`config.mk`:
```
export PLATFORM = sky130hd
export DESIGN_NAME = stts_table
export DESIGN_NICKNAME = d
export VERILOG_FILES = /design/src/design/stts_pkg.sv /design/src/design/stts_table.sv
export SDC_FILE = /design/constraint.sdc
export NUM_CORES = 2
export LEC_CHECK = 0
export BUFFER_PORTS_ARGS = -buffer_cell sky130_fd_sc_hd__buf_2
export CAP_MARGIN = 25
export CORE_MARGIN = 3
export CORE_UTILIZATION = 29
export CTS_CLUSTER_DIAMETER = 200
export DETAILED_ROUTE_END_ITERATION = 10
export PLACE_DENSITY_LB_ADDON = 0.1
export SLEW_MARGIN = 20
export SYNTH_ARGS = -nofsm -noshare
export SYNTH_HDL_FRONTEND = slang
export SYNTH_SLANG_ARGS = --single-unit
```
`constraint.sdc`:
```
create_clock -name clock -period 8.7 [get_ports clock]
set_clock_uncertainty 0.1 [all_clocks]
set_input_delay 1.74 -clock clock [delete_from_list [all_inputs] [get_ports clock]]
set_output_delay 1.74 -clock clock [all_outputs]
set_load 0.1 [all_outputs]
```
`src/design/stts_pkg.sv`:
```
package stts_pkg;

   localparam int ENTRIES_DEF     = 32;
   localparam int HANDLE_BITS_DEF = 16;
   localparam logic [31:0] NEXT_EVENT_RESET = 32'hFFFF_FFFF;

   typedef enum logic [2:0] {
      ACT_CHECK      = 3'd0,
      ACT_REG_PERIOD = 3'd1,
      ACT_REG_ONCE   = 3'd2,
      ACT_UNREG      = 3'd3,
      ACT_CLEAR      = 3'd4
   } action_type;

   localparam logic KIND_FIRED   = 1'b0;
   localparam logic KIND_SUMMARY = 1'b1;

   typedef struct packed {
      logic [2:0]  action;
      logic [31:0] now_ms;
      logic [31:0] delay_ms;
      logic [31:0] entry_id;
      logic [15:0] handle;
   } req_type;

   typedef struct packed {
      logic        kind;
      logic [31:0] out_id;
      logic [15:0] out_handle;
      logic        ok;
      logic        last;
   } rsp_type;

endpackage

```
`src/design/stts_table.sv`:
```
module stts_table #(
   parameter int ENTRIES     = stts_pkg::ENTRIES_DEF,
   parameter int HANDLE_BITS = stts_pkg::HANDLE_BITS_DEF,
   localparam int AW = $clog2(ENTRIES),
   localparam int EW = 97 + HANDLE_BITS
) (
   input  logic          clock,
   input  logic          wr_en,
   input  logic [AW-1:0] wr_addr,
   input  logic [EW-1:0] wr_data,
   input  logic [AW-1:0] rd_addr,
   output logic [EW-1:0] rd_data
);

   logic [EW-1:0] mem [ENTRIES];
   logic [EW-1:0] rd_data_ff;

   always_ff @(posedge clock) begin
      if (wr_en) begin
         mem[wr_addr] <= wr_data;
      end
      rd_data_ff <= mem[rd_addr];
   end

   assign rd_data = rd_data_ff;

endmodule

```
After elaboration in Yosys (flattened, before gate mapping)
Memory sizes are Yosys's and may differ from the RTL's. A register that Yosys moved wholly into a read port is not among the register bits.
Cells that the tools add are included.
{"block": "classes", "div_mod_pow": 0, "n_mux": 2, "addsub": 0, "magnitude_cmp": 0, "n_mul": 0, "n_eq_ne": 0, "reduce_logical": 0, "shifts": 0, "bitwise": 0}
{"op": "$mux W1", "count": 2}
{"block": "totals", "latch_bits": 0, "mem_bits_ro": 0, "mem_count": 1, "mem_bits_rw": 3616, "ff_bits": 0, "output_inout_bits": 113}
{"memory": "mem", "words": 32, "width": 113, "rd": 1, "rd_ports_with_merged_regs": 1, "write_ports": 1, "line_no": "stts_table.sv:15", "source": "logic [EW-1:0] mem [ENTRIES];"}

Depth between registers and ports, before layout
{"block": "depth", "ltp_word": 2, "mapped_depth": 9, "depth_no_buf": 4}

Worst setup path after synthesis
Ideal clock, no wire load.
{"block": "synth_path", "path_kind": "in2reg", "start": "input port wr_addr[1]", "end": "memory mem[12][0] (netlist name) (enable)", "slack_ns": 0.912, "n_path_buf": 1, "arrival_ns": 7.101, "stages": 3, "t_required_ns": 8.013, "cell_sequence": "or3b_2 > clkbuf_1 > nor2_1"}
{"item": "start, declared", "line_no": "stts_table.sv:9", "source": "input logic [AW-1:0] wr_addr,"}
{"item": "end, declared", "line_no": "stts_table.sv:15"}
No word-level cell before the write port.

==> results.toml <==
[synthesis]
synth_cells = 6580
synthesis.area_mm2 = 0.139
synth_edf_count = 3616
synth_fp_nets = 6705
synth_seq_cells = 3729
ys_types = 32
post-synth-top-count-cell = "edfxtp_1"
ys_async_sr_fraction_pct = 0
synth.yosys.seq_area_share_pct = 79.5
avgSynthCellArea_um2 = 21.2
yosys_warnings = 0
yosys-top-cells-count = "edfxtp_1 (3,616), mux2i_1 (904), a22oi_1 (599)"
synthFlopType = "edfxtp_1"
synth_top_area_cell = "edfxtp_1"
synth_top_cell_area_share_pct = 77.9
ys_top_cells_by_area = "edfxtp_1 (78%), mux4_2 (7.3%), mux2i_1 (6.5%)"

[sta]
rsz0062_at_grt = "false"
finalMaxSlewViolations = 0
worst_slack_ns = 4.03
tns_ns = 0
period_needed_ns = 4.67
layout_worst_path_cycle_share_pct = 53.7
tightest_slew_ns = 1.14
fmax_mhz = 214
hold_violations = 0
whs_ns = 0.520
relSlewSlack_pct = 23.9
finalSetupViolCount = 0

[detailed_routing]
wl_mm = 442
drc = 0
drt_iter0_markers = 6074
wire_per_inst_um = 32.0
vias = 68700
dr.pass1.iters = 5
antenna_left = 0
via_per_inst = 4.97

[floorplanning]
core-area_mm2 = 0.479
ios = 238
start_util_pct = 29.1
dieArea_mm2 = 0.489
die_w_um = 699
rows = 254
die_y_um = 699

[flow_run]
maxCapViolCount = 0

[layout]
nets = 7175
nFillCells = 45200
area_growth_pct = 16.7
final_util_pct = 34.0
drive_above_1_share_pct = 20.7

[global_route]
grt_pass1_wl_mm = 605
antenna_found_initial = 66
grt_overflow = 0
grt_pass1_vias = 71900
grt_max_degree = 125
grtUsageTotal_pct = 17.7

[placed_design]
place_congestion = 0.697
port_buffers = 237
hpwl_mm = 217
preCtsSetupSlack_ns = 3.09

[power]
p_leak_nw = 52.5
powerDensity_mw_per_mm2 = 244
ir_drop_mv = 0.152

[setup_path]
r2r_end = "rd_data[64]$_DFF_P_"
cp-endpoint = "rd_data[1]$_DFF_P_"
worst-r2r-setup-slack_ns = 6.58
arrival_ns = 5.41
start_kind = "input pin"
reg2reg_depth = 4
cp-startpoint = "rd_addr[2]"
r2r-start = "mem[15][64]$_DFFE_PP_"
path_max_fanout = 124
crit_type = "input pin to flip-flop"
critPathCaptureType = "flip-flop"
worstPathRequired_ns = 9.44

[clock_tree]
post_cts_resized = 0
post_cts_buffers = 0
cts.clk_slew.worst_paths_ns = 0.06
h-tree-depth = 5
postCtsHoldBufs = 0
clock-root-buffer = "clkbuf_16"
clk_latency_ns = 0.96
clockBufferDepth = 4
cts-buffers-inserted = 426
cts_tree = "yes"
clock-sinks = 3729

[worst_hold_path]
min_path_type = "flip-flop to flip-flop"
hold_depth = 4

[run_status]
outcome = "complete, no violations"
## where the power goes
| group | switching (mW) | leakage [nW] | internal, mW |
|---|---|---|---|
| logic | 1.69 | 12.3 | 0.593 |
| clock network | 7.25 | 6.64 | 10.1 |
| registers | 0.148 | 33.5 | 20.0 |
| total | 9.09 | 52.5 | 30.6 |
## registers in the layout, indices dropped and copies added, names as in the netlist
name,cells
rd_data,113
mem,3616
## cell families after synthesis
| group | Yosys count | synth area share, % |
|---|---|---|
| AOI/OAI and AO/OA | 740 | 3.97 |
| muxes | 1356 | 13.8 |
| buffers and inverters | 374 | 1.32 |
| and+or+nand+nor | 381 | 1.41 |
| DFF | 3729 | 79.5 |
## critical path: stages
cell and delay [ns]:
buf_8 0.28, buf_12 0.61, buf_4 0.70, buf_4 0.62
mux4_2 0.41, a22o_1 0.26, a31oi_1 0.28, nand3_1 0.14
## cell usage in the layout (no fill, tap or decap), types with 7 or more instances in the layout
master | Yosys | routed
mux2i_1 | 904 | 904
a22o_1 | 62 | 62
nor2b_4 | 0 | 7
nand3_1 | 228 | 228
a21oi_1 | 12 | 12
mux4_2 | 452 | 452
buf_4 | 36 | 130
a22oi_1 | 599 | 599
a31oi_1 | 62 | 62
inv_6 | 0 | 10
clkbuf_1 | 161 | 102
bufinv_16 | 0 | 22
buf_12 | 0 | 47
diode_2 | 0 | 16
buf_2 | 148 | 233
clkinv_1 | 0 | 90
nor2_4 | 0 | 41
clkinv_2 | 0 | 77
nand2_1 | 15 | 15
clkbuf_8 | 0 | 38
nand4_1 | 51 | 51
clkinvlp_4 | 0 | 9
dfxtp_1 | 113 | 113
edfxtp_1 | 3616 | 3616
clkbuf_16 | 0 | 432
## worst min-delay path by stage
stage / startpoint / endpoint / slack, ns
after floorplan: mem[20][101]$_DFFE_PP_ / rd_data[101]$_DFF_P_ / 0.45
after global placement: mem[20][101]$_DFFE_PP_ / rd_data[101]$_DFF_P_ / 0.49
after detailed placement: mem[20][101]$_DFFE_PP_ / rd_data[101]$_DFF_P_ / 0.51
after CTS: mem[4][99]$_DFFE_PP_ / rd_data[99]$_DFF_P_ / 0.53
after global routing: mem[20][101]$_DFFE_PP_ / rd_data[101]$_DFF_P_ / 0.58
final: mem[4][99]$_DFFE_PP_ / rd_data[99]$_DFF_P_ / 0.52
## per-stage QoR
stage | power [mW] | instances | cell area [µm²]
6_report | 39.7 | 13800 | 163000
3_5_place_dp | 22.9 | 13000 | 149000
3_3_place_gp | 22.8 | 13000 | 149000
4_1_cts | 40.3 | 13800 | 163000
5_1_grt | 41.1 | 13800 | 163000
2_1_floorplan | 21.9 | 6580 | 139000
## final cells by class
cell class	instances	area (µm²)	share of cell area [%]
Antenna cell	16	40.0	0.0246
Clock buffer	571	11700	7.19
Clock inverter	223	1870	1.15
Inverter	1	3.75	0.00231
Multi-Input combinational cell	2477	27100	16.7
Sequential cell	3729	111000	68.1
Tap cell	6400	8010	4.92
Timing Repair Buffer	415	3170	1.94
## layer usage
metal | up-vias | GRT usage [%] | routed length (µm)
met1 | 37800 | 24.5 | 198000
met3 | 535 | 3.47 | 23900
met2 | 1652 | 29.4 | 213000
met4 | 36 | 3.09 | 7320
met5 | - | 0 | 243
li1 | 28700 | - | -
(Power assumes the default switching activity.)
